==> src/sv/lmfd_pkg.sv <==
`timescale 1ns / 1ps
// ----------------------------------------------------------------------------
// lmfd_pkg: shared types and constants for the length/magic frame deframer
// Result kinds, the result word, configuration and reset values.
// ----------------------------------------------------------------------------
package lmfd_pkg;

   localparam int unsigned DataWidth  = 8;
   localparam int unsigned WordWidth  = 32;
   localparam int unsigned HdrBytes   = 8;
   localparam int unsigned HdrCntBits = $clog2(HdrBytes);

   localparam logic [WordWidth-1:0] MaxLenReset = 32'd134217728;
   localparam logic [WordWidth-1:0] MagicReset  = 32'h4E45_4958;

   // Configuration register indexes
   typedef enum logic [0:0] {
      CSR_MAX_LEN = 1'b0,
      CSR_MAGIC   = 1'b1
   } csr_index_type;

   // Input action codes
   typedef enum logic [0:0] {
      ACT_BYTE = 1'b0,
      ACT_END  = 1'b1
   } action_type;

   // Result kinds
   typedef enum logic [1:0] {
      KIND_PAYLOAD   = 2'd0,
      KIND_EMPTY     = 2'd1,
      KIND_PROTO_ERR = 2'd2,
      KIND_STREAM_END = 2'd3
   } kind_type;

   typedef struct packed {
      logic [WordWidth-1:0] max_len;
      logic [WordWidth-1:0] magic;
   } cfg_type;

   typedef struct packed {
      kind_type             kind;
      logic [DataWidth-1:0] payload_byte;
      logic                 last_of_message;
   } rsp_word_type;

endpackage

==> src/sv/lmfd_if.sv <==
`timescale 1ns / 1ps
// ----------------------------------------------------------------------------
// lmfd_if: valid/ready channels of the deframer
// Request channel carries stream words, response channel carries results.
// ----------------------------------------------------------------------------
interface lmfd_req_if;
   logic       valid;
   logic       ready;
   logic       action;
   logic [7:0] rx_byte;

   modport source (output valid, output action, output rx_byte, input ready);
   modport sink   (input valid, input action, input rx_byte, output ready);
endinterface

interface lmfd_rsp_if;
   logic       valid;
   logic       ready;
   logic [1:0] kind;
   logic [7:0] payload_byte;
   logic       last_of_message;

   modport source (output valid, output kind, output payload_byte,
                   output last_of_message, input ready);
   modport sink   (input valid, input kind, input payload_byte,
                   input last_of_message, output ready);
endinterface

==> src/sv/lmfd_csr.sv <==
`timescale 1ns / 1ps
// ----------------------------------------------------------------------------
// lmfd_csr: configuration registers
// Holds the maximum payload length and the expected magic word.
// ----------------------------------------------------------------------------
module lmfd_csr (
   input  logic                          clock,
   input  logic                          reset,
   input  logic                          csr_we,
   input  logic [0:0]                    csr_index,
   input  logic [lmfd_pkg::WordWidth-1:0] csr_wdata,
   output lmfd_pkg::cfg_type             cfg
);
   import lmfd_pkg::*;

   cfg_type cfg_ff;

   always_ff @(posedge clock) begin
      if (reset) begin
         cfg_ff.max_len <= MaxLenReset;
         cfg_ff.magic   <= MagicReset;
      end else if (csr_we) begin
         case (csr_index_type'(csr_index))
            CSR_MAX_LEN: cfg_ff.max_len <= csr_wdata;
            CSR_MAGIC:   cfg_ff.magic   <= csr_wdata;
            default: ;
         endcase
      end
   end

   assign cfg = cfg_ff;

endmodule

==> src/sv/lmfd_parser.sv <==
`timescale 1ns / 1ps
// ----------------------------------------------------------------------------
// lmfd_parser: header collection, check and payload count
// Updates frame state per accepted word and forms at most one result.
// ----------------------------------------------------------------------------
module lmfd_parser (
   input  logic                          clock,
   input  logic                          reset,
   input  logic                          accept,
   input  logic                          action,
   input  logic [lmfd_pkg::DataWidth-1:0] rx_byte,
   input  lmfd_pkg::cfg_type             cfg,
   output logic                          push,
   output lmfd_pkg::rsp_word_type        result
);
   import lmfd_pkg::*;

   localparam int unsigned HdrBits = HdrBytes * DataWidth;

   logic                  in_payload_ff, in_payload_in;
   logic [HdrCntBits-1:0] hdr_count_ff, hdr_count_in;
   logic [HdrBits-1:0]    hdr_shift_ff, hdr_shift_in;
   logic [WordWidth-1:0]  remaining_ff, remaining_in;
   logic                  latched_ff, latched_in;

   logic [HdrBits-1:0]    hdr_next;
   logic [WordWidth-1:0]  hdr_len;
   logic [WordWidth-1:0]  hdr_magic;
   logic                  pay_last;

   assign hdr_next  = {rx_byte, hdr_shift_ff[HdrBits-1:DataWidth]};
   assign hdr_len   = hdr_next[WordWidth-1:0];
   assign hdr_magic = hdr_next[HdrBits-1:WordWidth];
   assign pay_last  = (remaining_ff <= WordWidth'(1));

   always_comb begin
      in_payload_in = in_payload_ff;
      hdr_count_in  = hdr_count_ff;
      hdr_shift_in  = hdr_shift_ff;
      remaining_in  = remaining_ff;
      latched_in    = latched_ff;
      push          = 1'b0;
      result.kind            = KIND_PAYLOAD;
      result.payload_byte    = '0;
      result.last_of_message = 1'b0;

      if (accept && !latched_ff) begin
         if (action_type'(action) == ACT_END) begin
            latched_in  = 1'b1;
            push        = 1'b1;
            result.kind = KIND_STREAM_END;
         end else if (in_payload_ff) begin
            push                   = 1'b1;
            result.payload_byte    = rx_byte;
            result.last_of_message = pay_last;
            if (pay_last) begin
               in_payload_in = 1'b0;
               remaining_in  = '0;
            end else begin
               remaining_in = remaining_ff - WordWidth'(1);
            end
         end else if (hdr_count_ff != HdrCntBits'(HdrBytes - 1)) begin
            hdr_shift_in = hdr_next;
            hdr_count_in = hdr_count_ff + HdrCntBits'(1);
         end else begin
            // eighth header byte: check length and magic
            hdr_count_in = '0;
            hdr_shift_in = '0;
            if ((hdr_len > cfg.max_len) || (hdr_magic != cfg.magic)) begin
               latched_in  = 1'b1;
               push        = 1'b1;
               result.kind = KIND_PROTO_ERR;
            end else if (hdr_len == '0) begin
               push                   = 1'b1;
               result.kind            = KIND_EMPTY;
               result.last_of_message = 1'b1;
            end else begin
               in_payload_in = 1'b1;
               remaining_in  = hdr_len;
            end
         end
      end
   end

   always_ff @(posedge clock) begin
      if (reset) begin
         in_payload_ff <= 1'b0;
         hdr_count_ff  <= '0;
         hdr_shift_ff  <= '0;
         remaining_ff  <= '0;
         latched_ff    <= 1'b0;
      end else begin
         in_payload_ff <= in_payload_in;
         hdr_count_ff  <= hdr_count_in;
         hdr_shift_ff  <= hdr_shift_in;
         remaining_ff  <= remaining_in;
         latched_ff    <= latched_in;
      end
   end

endmodule

==> src/sv/lmfd_skid.sv <==
`timescale 1ns / 1ps
// ----------------------------------------------------------------------------
// lmfd_skid: result register with skid stage
// Two-entry output buffer; ready toward the parser is a register.
// ----------------------------------------------------------------------------
module lmfd_skid (
   input  logic                   clock,
   input  logic                   reset,
   input  logic                   push,
   input  lmfd_pkg::rsp_word_type push_word,
   output logic                   space,
   output logic                   out_valid,
   input  logic                   out_ready,
   output lmfd_pkg::rsp_word_type out_word
);
   import lmfd_pkg::*;

   rsp_word_type out_ff, skid_ff;
   logic         out_valid_ff, skid_valid_ff;
   logic         pop;

   assign pop = out_valid_ff && out_ready;

   always_ff @(posedge clock) begin
      if (reset) begin
         out_valid_ff  <= 1'b0;
         skid_valid_ff <= 1'b0;
      end else if (skid_valid_ff) begin
         if (pop) begin
            out_valid_ff  <= 1'b1;
            skid_valid_ff <= 1'b0;
         end
      end else if (push) begin
         if (!out_valid_ff || pop) begin
            out_valid_ff <= 1'b1;
         end else begin
            skid_valid_ff <= 1'b1;
         end
      end else if (pop) begin
         out_valid_ff <= 1'b0;
      end
   end

   always_ff @(posedge clock) begin
      if (skid_valid_ff) begin
         if (pop) begin
            out_ff <= skid_ff;
         end
      end else if (push) begin
         if (!out_valid_ff || pop) begin
            out_ff <= push_word;
         end else begin
            skid_ff <= push_word;
         end
      end
   end

   assign space     = !skid_valid_ff;
   assign out_valid = out_valid_ff;
   assign out_word  = out_ff;

endmodule

==> src/sv/length_magic_frame_deframer.sv <==
`timescale 1ns / 1ps
// ----------------------------------------------------------------------------
// length_magic_frame_deframer: length-prefixed frame deframer, magic check
// Splits a byte stream into frames of an 8-byte header (length, magic,
// both little-endian) and payload, and passes payload bytes straight on.
// ----------------------------------------------------------------------------
//
//  channel   direction  word                                 handshake
//  --------  ---------  -----------------------------------  -----------
//  req_if    in         action, rx_byte                      valid/ready
//  rsp_if    out        kind, payload_byte, last_of_message  valid/ready
//  csr_*     in         index, 32-bit data                   write enable
//
//  One word per cycle while rsp_if keeps up; a result appears on rsp_if the
//  cycle after its word is taken unless rsp_if stalls. Header words give
//  no result, but for the eighth on an empty frame or an error. Reset is
//  synchronous and active high; config returns to its reset values. A
//  stalled rsp_if fills the result register and then the skid stage;
//  req_if.ready drops only while the skid stage holds a word. After a
//  protocol error or stream end, drop all later words until reset.
module length_magic_frame_deframer (
   input  logic                           clock,
   input  logic                           reset,
   lmfd_req_if.sink                       req_if,
   lmfd_rsp_if.source                     rsp_if,
   input  logic                           csr_we,
   input  logic [0:0]                     csr_index,
   input  logic [lmfd_pkg::WordWidth-1:0] csr_wdata
);
   import lmfd_pkg::*;

   cfg_type      cfg;
   rsp_word_type parse_word;
   rsp_word_type out_word;
   logic         parse_push;
   logic         space;
   logic         accept;

   // take a word whenever the skid stage is empty
   assign req_if.ready = space;
   assign accept       = req_if.valid && space;

   lmfd_csr u_csr (
      .clock     (clock),
      .reset     (reset),
      .csr_we    (csr_we),
      .csr_index (csr_index),
      .csr_wdata (csr_wdata),
      .cfg       (cfg)
   );

   // header collection, check and payload count
   lmfd_parser u_parser (
      .clock   (clock),
      .reset   (reset),
      .accept  (accept),
      .action  (req_if.action),
      .rx_byte (req_if.rx_byte),
      .cfg     (cfg),
      .push    (parse_push),
      .result  (parse_word)
   );

   // hold results until the consumer takes them
   lmfd_skid u_skid (
      .clock     (clock),
      .reset     (reset),
      .push      (parse_push),
      .push_word (parse_word),
      .space     (space),
      .out_valid (rsp_if.valid),
      .out_ready (rsp_if.ready),
      .out_word  (out_word)
   );

   assign rsp_if.kind            = out_word.kind;
   assign rsp_if.payload_byte    = out_word.payload_byte;
   assign rsp_if.last_of_message = out_word.last_of_message;

endmodule

==> src/flat_wrapper.sv <==
// flat-port wrapper written by rule: the top's interface ports become plain ports
module length_magic_frame_deframer_flat import lmfd_pkg::*;
  (clock, reset, csr_we, csr_index, csr_wdata, req_if_valid, req_if_action, req_if_rx_byte, req_if_ready, rsp_if_valid, rsp_if_kind, rsp_if_payload_byte, rsp_if_last_of_message, rsp_if_ready);
  lmfd_req_if req_if_i ();
  lmfd_rsp_if rsp_if_i ();
  input  logic clock;
  input  logic reset;
  input  logic csr_we;
  input  logic [0:0] csr_index;
  input  logic [lmfd_pkg::WordWidth-1:0] csr_wdata;
  input wire logic [$bits(req_if_i.valid)-1:0] req_if_valid;
  input wire logic [$bits(req_if_i.action)-1:0] req_if_action;
  input wire logic [$bits(req_if_i.rx_byte)-1:0] req_if_rx_byte;
  output wire logic [$bits(req_if_i.ready)-1:0] req_if_ready;
  output wire logic [$bits(rsp_if_i.valid)-1:0] rsp_if_valid;
  output wire logic [$bits(rsp_if_i.kind)-1:0] rsp_if_kind;
  output wire logic [$bits(rsp_if_i.payload_byte)-1:0] rsp_if_payload_byte;
  output wire logic [$bits(rsp_if_i.last_of_message)-1:0] rsp_if_last_of_message;
  input wire logic [$bits(rsp_if_i.ready)-1:0] rsp_if_ready;
  assign req_if_i.valid = req_if_valid;
  assign req_if_i.action = req_if_action;
  assign req_if_i.rx_byte = req_if_rx_byte;
  assign req_if_ready = req_if_i.ready;
  assign rsp_if_valid = rsp_if_i.valid;
  assign rsp_if_kind = rsp_if_i.kind;
  assign rsp_if_payload_byte = rsp_if_i.payload_byte;
  assign rsp_if_last_of_message = rsp_if_i.last_of_message;
  assign rsp_if_i.ready = rsp_if_ready;
  length_magic_frame_deframer u_core (.clock(clock), .reset(reset), .req_if(req_if_i), .rsp_if(rsp_if_i), .csr_we(csr_we), .csr_index(csr_index), .csr_wdata(csr_wdata));
endmodule
==> config.mk <==
export PLATFORM = sky130hd
export DESIGN_NAME = length_magic_frame_deframer_flat
export DESIGN_NICKNAME = d
export VERILOG_FILES = /design/src/sv/lmfd_pkg.sv /design/src/sv/lmfd_if.sv /design/src/sv/lmfd_csr.sv /design/src/sv/lmfd_parser.sv /design/src/sv/lmfd_skid.sv /design/src/sv/length_magic_frame_deframer.sv /design/src/flat_wrapper.sv
export SDC_FILE = /design/constraint.sdc
export NUM_CORES = 1
export LEC_CHECK = 0
export BUFFER_PORTS_ARGS = -buffer_cell sky130_fd_sc_hd__buf_2
export CAP_MARGIN = 20
export CORE_MARGIN = 1.5
export CORE_UTILIZATION = 60
export DETAILED_ROUTE_END_ITERATION = 8
export GPL_TIMING_DRIVEN = 1
export PLACE_DENSITY = 0.77
export SYNTH_ARGS = -nofsm -noshare
export SYNTH_HDL_FRONTEND = slang
export SYNTH_SLANG_ARGS = --single-unit
==> constraint.sdc <==
create_clock -name clock -period 8.19 [get_ports clock]
set_clock_uncertainty 0.15 [all_clocks]
set_input_delay 1.2285 -clock clock [delete_from_list [all_inputs] [get_ports clock]]
set_output_delay 1.2285 -clock clock [all_outputs]
set_load 0.02 [all_outputs]
# Word level (Yosys, flattened, before mapping)
# Cells that the tools add are included.
# word_totals
register_bits,189
out_inout_bits,13
input_bits,47
# classes
mux,46
addsub,2
bitwise,5
n_lt_le_gt_ge,2
n_reduce_logical,22
eq_ne,9
# op_table
cell,n
32-bit two-way mux,5
64-bit two-way mux,1
11-bit two-way mux,5
32-bit greater-than comparator,1
32-bit by 1-bit <= comparator with 1-bit output (second input constant),1
32-bit zero test,1
32-bit inequality test,1
32-bit by 1-bit subtractor with 32-bit output (second input constant),1
1-bit two-way mux,28
3-bit AND reduction,4
2-bit inequality test (second input constant),5
9-bit two-way mux,1
2-bit two-way mux,4
8-bit two-way mux,1
2-bit nonzero test,4
3-bit inequality test (second input constant),2
2-bit AND reduction,3
1-bit inverter,5
5-bit AND reduction,1
4-bit AND reduction,1
3-bit by 1-bit adder with 3-bit output (second input constant),1
1-bit logical AND,3
1-bit zero test,3
3-bit two-way mux,1
other kinds (2),3

# Logic depth before layout (Yosys ltp)
# logic_depth
word_depth,10
mapped_depth,11
depth_no_buf,9

# Hierarchy
# From an unflattened synthesis, not the netlist that was laid out.
# unflattened
cells_unflattened,1058
area_unflattened_um2,9506.6
# by_module_without_submodules
module,area_each_um2,cells_each,seq_area_each_um2,n_inst
lmfd_parser,5853.1,759,1861.8,1
lmfd_csr,2690.1,250,1281.2,1
lmfd_skid,957.2,48,700.7,1
length_magic_frame_deframer,6.3,1,0.0,1

# Worst setup path before layout
# Ideal clock, no wire load.
# synth_path
path_type,in2reg
startpoint,input port req_if_rx_byte[1]
endpoint,"register u_core.u_skid.out_ff, in the netlist u_core.u_skid.out_word[0] (enable)"
setup_ps,397
cell_stages,7
path_buffers,0
t_arrival_ps,3047
slack_ps,4596
path_cell_list,xor2_1 -> nor4_1 -> nand4_1 -> nor2_1 -> nor4b_1 -> or3_1 -> a211oi_1
# synth_between
elab_chain_len,9
# synth_rtl
item,line,source
from (decl),flat_wrapper.sv:13,input wire logic [$bits(req_if_i.rx_byte)-1:0] req_if_rx_byte;
32-bit inequality test,lmfd_parser.sv:69,if ((hdr_len > cfg.max_len) || (hdr_magic != cfg.magic)) begin
1-bit logical OR,lmfd_parser.sv:69,
1-bit two-way mux,lmfd_parser.sv:69,
1-bit two-way mux,lmfd_parser.sv:62,end else if (hdr_count_ff != HdrCntBits'(HdrBytes - 1)) begin
1-bit two-way mux,lmfd_parser.sv:52,end else if (in_payload_ff) begin
1-bit two-way mux,lmfd_parser.sv:48,if (action_type'(action) == ACT_END) begin
1-bit two-way mux,lmfd_parser.sv:47,if (accept && !latched_ff) begin
2-bit nonzero test (no source line),-,
3-bit AND reduction (no source line),-,
to (signal assigned),lmfd_skid.sv:47,out_ff <= skid_ff;
to (signal assigned),lmfd_skid.sv:51,out_ff <= push_word;
to (decl),lmfd_skid.sv:18,"rsp_word_type out_ff, skid_ff;"
# Every way passes these cells.
# A chain may end at the register's enable or synchronous reset.

# Worst setup path after layout
# layout_path
startpoint,register u_core.u_parser.hdr_shift_ff[39]
endpoint,"register u_core.u_skid.out_ff, in the netlist u_core.u_skid.out_word[2] (enable)"
# layout_between
elab_chain_len,9
word_cells_on_any_way,11
cone_classes,order compare: 1; mux: 6; reduce/logical: 4
# layout_rtl
item,line,source
from (decl),lmfd_parser.sv:22,"logic [HdrBits-1:0] hdr_shift_ff, hdr_shift_in;"
from (signal assigned),lmfd_parser.sv:95,hdr_shift_ff <= hdr_shift_in;
32-bit greater-than comparator / 32-bit zero test (equally long branches),"lmfd_parser.sv:69, lmfd_parser.sv:73",
1-bit logical OR / 1-bit two-way mux (equally long branches),"lmfd_parser.sv:69, lmfd_parser.sv:73",
1-bit two-way mux (*),lmfd_parser.sv:69,
1-bit two-way mux (*),lmfd_parser.sv:62,
1-bit two-way mux (*),lmfd_parser.sv:52,
1-bit two-way mux (*),lmfd_parser.sv:48,
1-bit two-way mux (*),lmfd_parser.sv:47,
2-bit nonzero test (no source line) (*),-,
3-bit AND reduction (no source line) (*),-,
# Mark *: on every way between the ends. The rest lies on a longest branch, timed or not.

==> results list <==
- Status: complete, no violations
- Relative contribution of the clock network to total power: roughly two fifths
- Shortest clock period the worst path allows after layout: between 3 and 4 ns
- Cell row count: between 40 and 50
* Post-layout utilization of the core: about two thirds
- Headroom to the max-slew limit: 29.9%
* Die height: ~120 um
- Detailed-route DRC error count: 0
* Class of the worst hold path: register to register
- Share of Yosys cell area claimed by the top area cell type: 35.7%
- Combinational logic burns approximately a tenth of the power.
* MaxCap Viol Count: 0
- Post-synthesis register bit count: 181
- In the layout the commonest cells are 213 x nand2_1, 159 x dfxtp_1, 137 x a21oi_1.
* P_int: ~1.4 mW
- Share of cells above drive strength 1: a little over a tenth
- Met3 Usage GRT: ~5.7%
- Family with the most delay on the worst path: simple AND/OR/NAND/NOR gates
* Pin count of the biggest net entering global routing: 68
- Most common library cell in the layout ignoring fill and taps: nand2_1
* Antenna-violating nets left: 0
- The pre-antenna-repair detailed-routing pass consisted of 5 iterations.
* Switching power summed over all nets: roughly 0.54 mW
- Number of global-route vias before repair: 7280
* Synthesized area: 8930 sq um
- Launch point of the critical path: u_core.u_parser.hdr_shift_ff[39]
* Floorplan die width: 125 um
- After filler insertion, the fill cell instance count of the layout stands at around 1200.
- Net switching is 27.8% of the power.
- Synthesis produced 1070 cells.
* IR drop worst, VDD: ~0.14 mV
* Area of the die: between 15000 and 20000 sq um
* Most heavily used metal layer in global routing: met2
- CP Max Fanout: 11
* Clock tree from TritonCTS: built
* Element type at the critical path end: register
- Max-slew violation total from the final report: 0
- I/O pins: 60
- Maximum clock frequency: around 270 MHz
* Maximum root-to-sink buffer count: 2
- Of the available clock period, the critical path in the final layout requires roughly 45%.
- The final route contains slightly above 8000 vias.
- Synthesis Warnings: 0
* GR Layer Usage met2: a little under half
- Total of endpoints with negative setup slack in the final report: 0
* Iter 0 DRT Violations: 1016
- Register area share after synthesis: a little over two fifths
* DR vias/cell: between 6 and 7
- Clk Latency, worst-skew pair: 0.43 ns
* Leakage dissipation: 3.95 nW
- TritonCTS created 17 clock buffers.
- Post-Syn Area per Cell: around 8.3 sq um
- The synthesized design contains 22 enable-type register cells.
* Worst hold start: u_core.u_csr.cfg[52]
- Starting density of the core: around three fifths
- In this run, flip-flops and latches consume around 49% of the power.
* Count of input and output buffers: between 50 and 60
- Category of the worst setup path launch point: register
- The H-tree was split into 4 levels.
- In this run the standard cell core region covers 14500 sq um.
- After clock tree synthesis, the clock-pin slew on the worst setup and hold paths is around 0.07 ns.
- Setup total negative slack on the finished layout was measured at 0 ns.
- GR Overflow Total: 0
- The repair_antennas step left the layout with diodes totalling 0.
* Buffering stage count on the worst path with inverters included: 1
- The first global-routing pass estimated around 39 mm of wire.
- Required time of the critical path: between 8 and 9 ns
- Launch point of the worst reg-to-reg path: u_core.u_parser.hdr_shift_ff[39]
* CTS root buf: clkbuf_16
* Area added between synthesis and finish: 10.6%
* WL final: 24.4 mm
- Hold repair after CTS inserted 0 buffers.
- Net count after synthesis: ~1200
- DP HPWL: approximately 17 mm
- The largest single stage delay on the critical path is between 0.5 and 0.6 ns.
- After clock tree synthesis, the repair step resized 0 gates.
* Final estimated routing congestion in global placement: 0.934
* Ordered list of cells on the worst path: ha_1 -> nand4_1 -> nor4_1 -> nand2b_1 -> a41oi_1 -> nor4b_1 -> or3_1 -> a211oi_1 -> buf_4
- Global routing used a little under a third of the available tracks.
- The tightest hold path in the finished design has a slack of about 0.31 ns.
- CTS saw 181 sinks.
- Most used flip-flop cell after synthesis: dfxtp_1
- After synthesis, the cell types taking the most area are dfxtp_1 36%, nand2_1 9.0%, a21oi_1 7.7%, edfxtp_1 7.4%, ha_1 5.0%.
- Power density over the cells: ~200 nW/um^2
- The count of endpoints failing hold in the final timing report came to 0.
- Cell type of the slowest stage on the worst timing path: a41oi_1
- The critical path is of the register to register type.
- Post-CTS setup-driven buffer insertion count: 0
- Setup repair after global routing left no endpoint under its margin.
* Met1 Track Usage GR: between 40% and 50%
* Routed len/inst: 19.0 um
- Post-synthesis async set-or-reset flop share: 0%
- The initial antenna violation count was 0.
* Distinct cell type count of the synthesized netlist: between 60 and 70
* Number of nets in the layout: 1173
* Top cell type by total area after synthesis: dfxtp_1
* Arrival time at the worst endpoint: 3.67 ns
- At the pin with the least slew margin, the transition time is about 1.0 ns.
synth_stat cells (18+ instances only):
cell type / n
and3_1: 19
clkbuf_1: 60
nor4_1: 23
nand3_1: 18
ha_1: 36
nand2_1: 214
nand3b_1: 54
edfxtp_1: 22
inv_1: 51
nand4_1: 19
nor3_1: 21
a21oi_1: 137
dfxtp_1: 159
nor2_1: 38
xor2_1: 36
tightest hold or removal path: cells and delay by family, from the launching register on:
| kind | cells | cell delay (ns) |
|---|---|---|
| compound gates | 1 | 0.05 |
| flops | 1 | 0.31 |
| simple gates | 1 | 0.05 |
cell families after synthesis:
kind of cell,share of synthesized area [%]
adders and majority gates,5.04
xor gates and xnor gates,4.12
AOI/OAI and AO/OA,17.0
muxes,0.126
DFF,43.0
and+or+nand+nor,25.4
buffers and inverters,5.24
area by class of cell:
class	instances	area, sq um	share of cell area (%)
multi-input combinational	770	4630	46.9
sequential	181	3840	38.9
clock buffer	17	425	4.31
timing repair buffer	69	417	4.22
tap	184	230	2.33
inverter	51	191	1.94
clock inverter	15	139	1.41
power groups by stage:
stage               combinational [mW]  sequential (mW)  clock [mW]
floorplan                        0.134            0.962           0
CTS                              0.200            0.942       0.793
global route                     0.226            0.945       0.831
finish                           0.205            0.943       0.786
detailed placement               0.198            0.963           0
global placement                 0.195            0.962           0
final timing paths:
path	endpoint	slack, ns	cells after the start
max	u_core.u_skid.out_word[2]	4.50	9
min	u_core.u_csr.cfg[52]	0.31	2
max reg2reg	u_core.u_skid.out_word[2]	4.50	9
min reg2reg	u_core.u_csr.cfg[52]	0.31	2
metal layers:
| metal | part of all wire (%) | vias to the layer above | wire length [um] |
|---|---|---|---|
| li1 | - | 3851 | - |
| met3 | 7.3 | 38 | 1780 |
| met4 | 1.9 | 0 | 472 |
| met5 | 0 | - | 0 |
| met1 | 46 | 3802 | 11200 |
| met2 | 45 | 357 | 11000 |
through the flow:
step           power (mW)  cells  cell area (sq um)  setup slack [ns]
2_1_floorplan        1.10   1070               8930              4.60
3_3_place_gp         1.16   1252               9250              4.24
3_5_place_dp         1.16   1253               9270              4.15
4_1_cts              1.94   1285               9840              4.54
5_1_grt              2.00   1287               9880              4.26
6_report             1.93   1287               9880              4.50
state kept, by name (all words and copies together), names as in the netlist, 3 cells and up:
| signal | count |
|---|---|
| u_core.u_csr.cfg | 64 |
| u_core.u_parser.hdr_count_ff | 3 |
| u_core.u_parser.hdr_shift_ff | 56 |
| u_core.u_parser.remaining_ff | 32 |
| u_core.u_skid.out_word | 11 |
| u_core.u_skid.skid_ff | 11 |
Power figures use the tool's default switching activity.
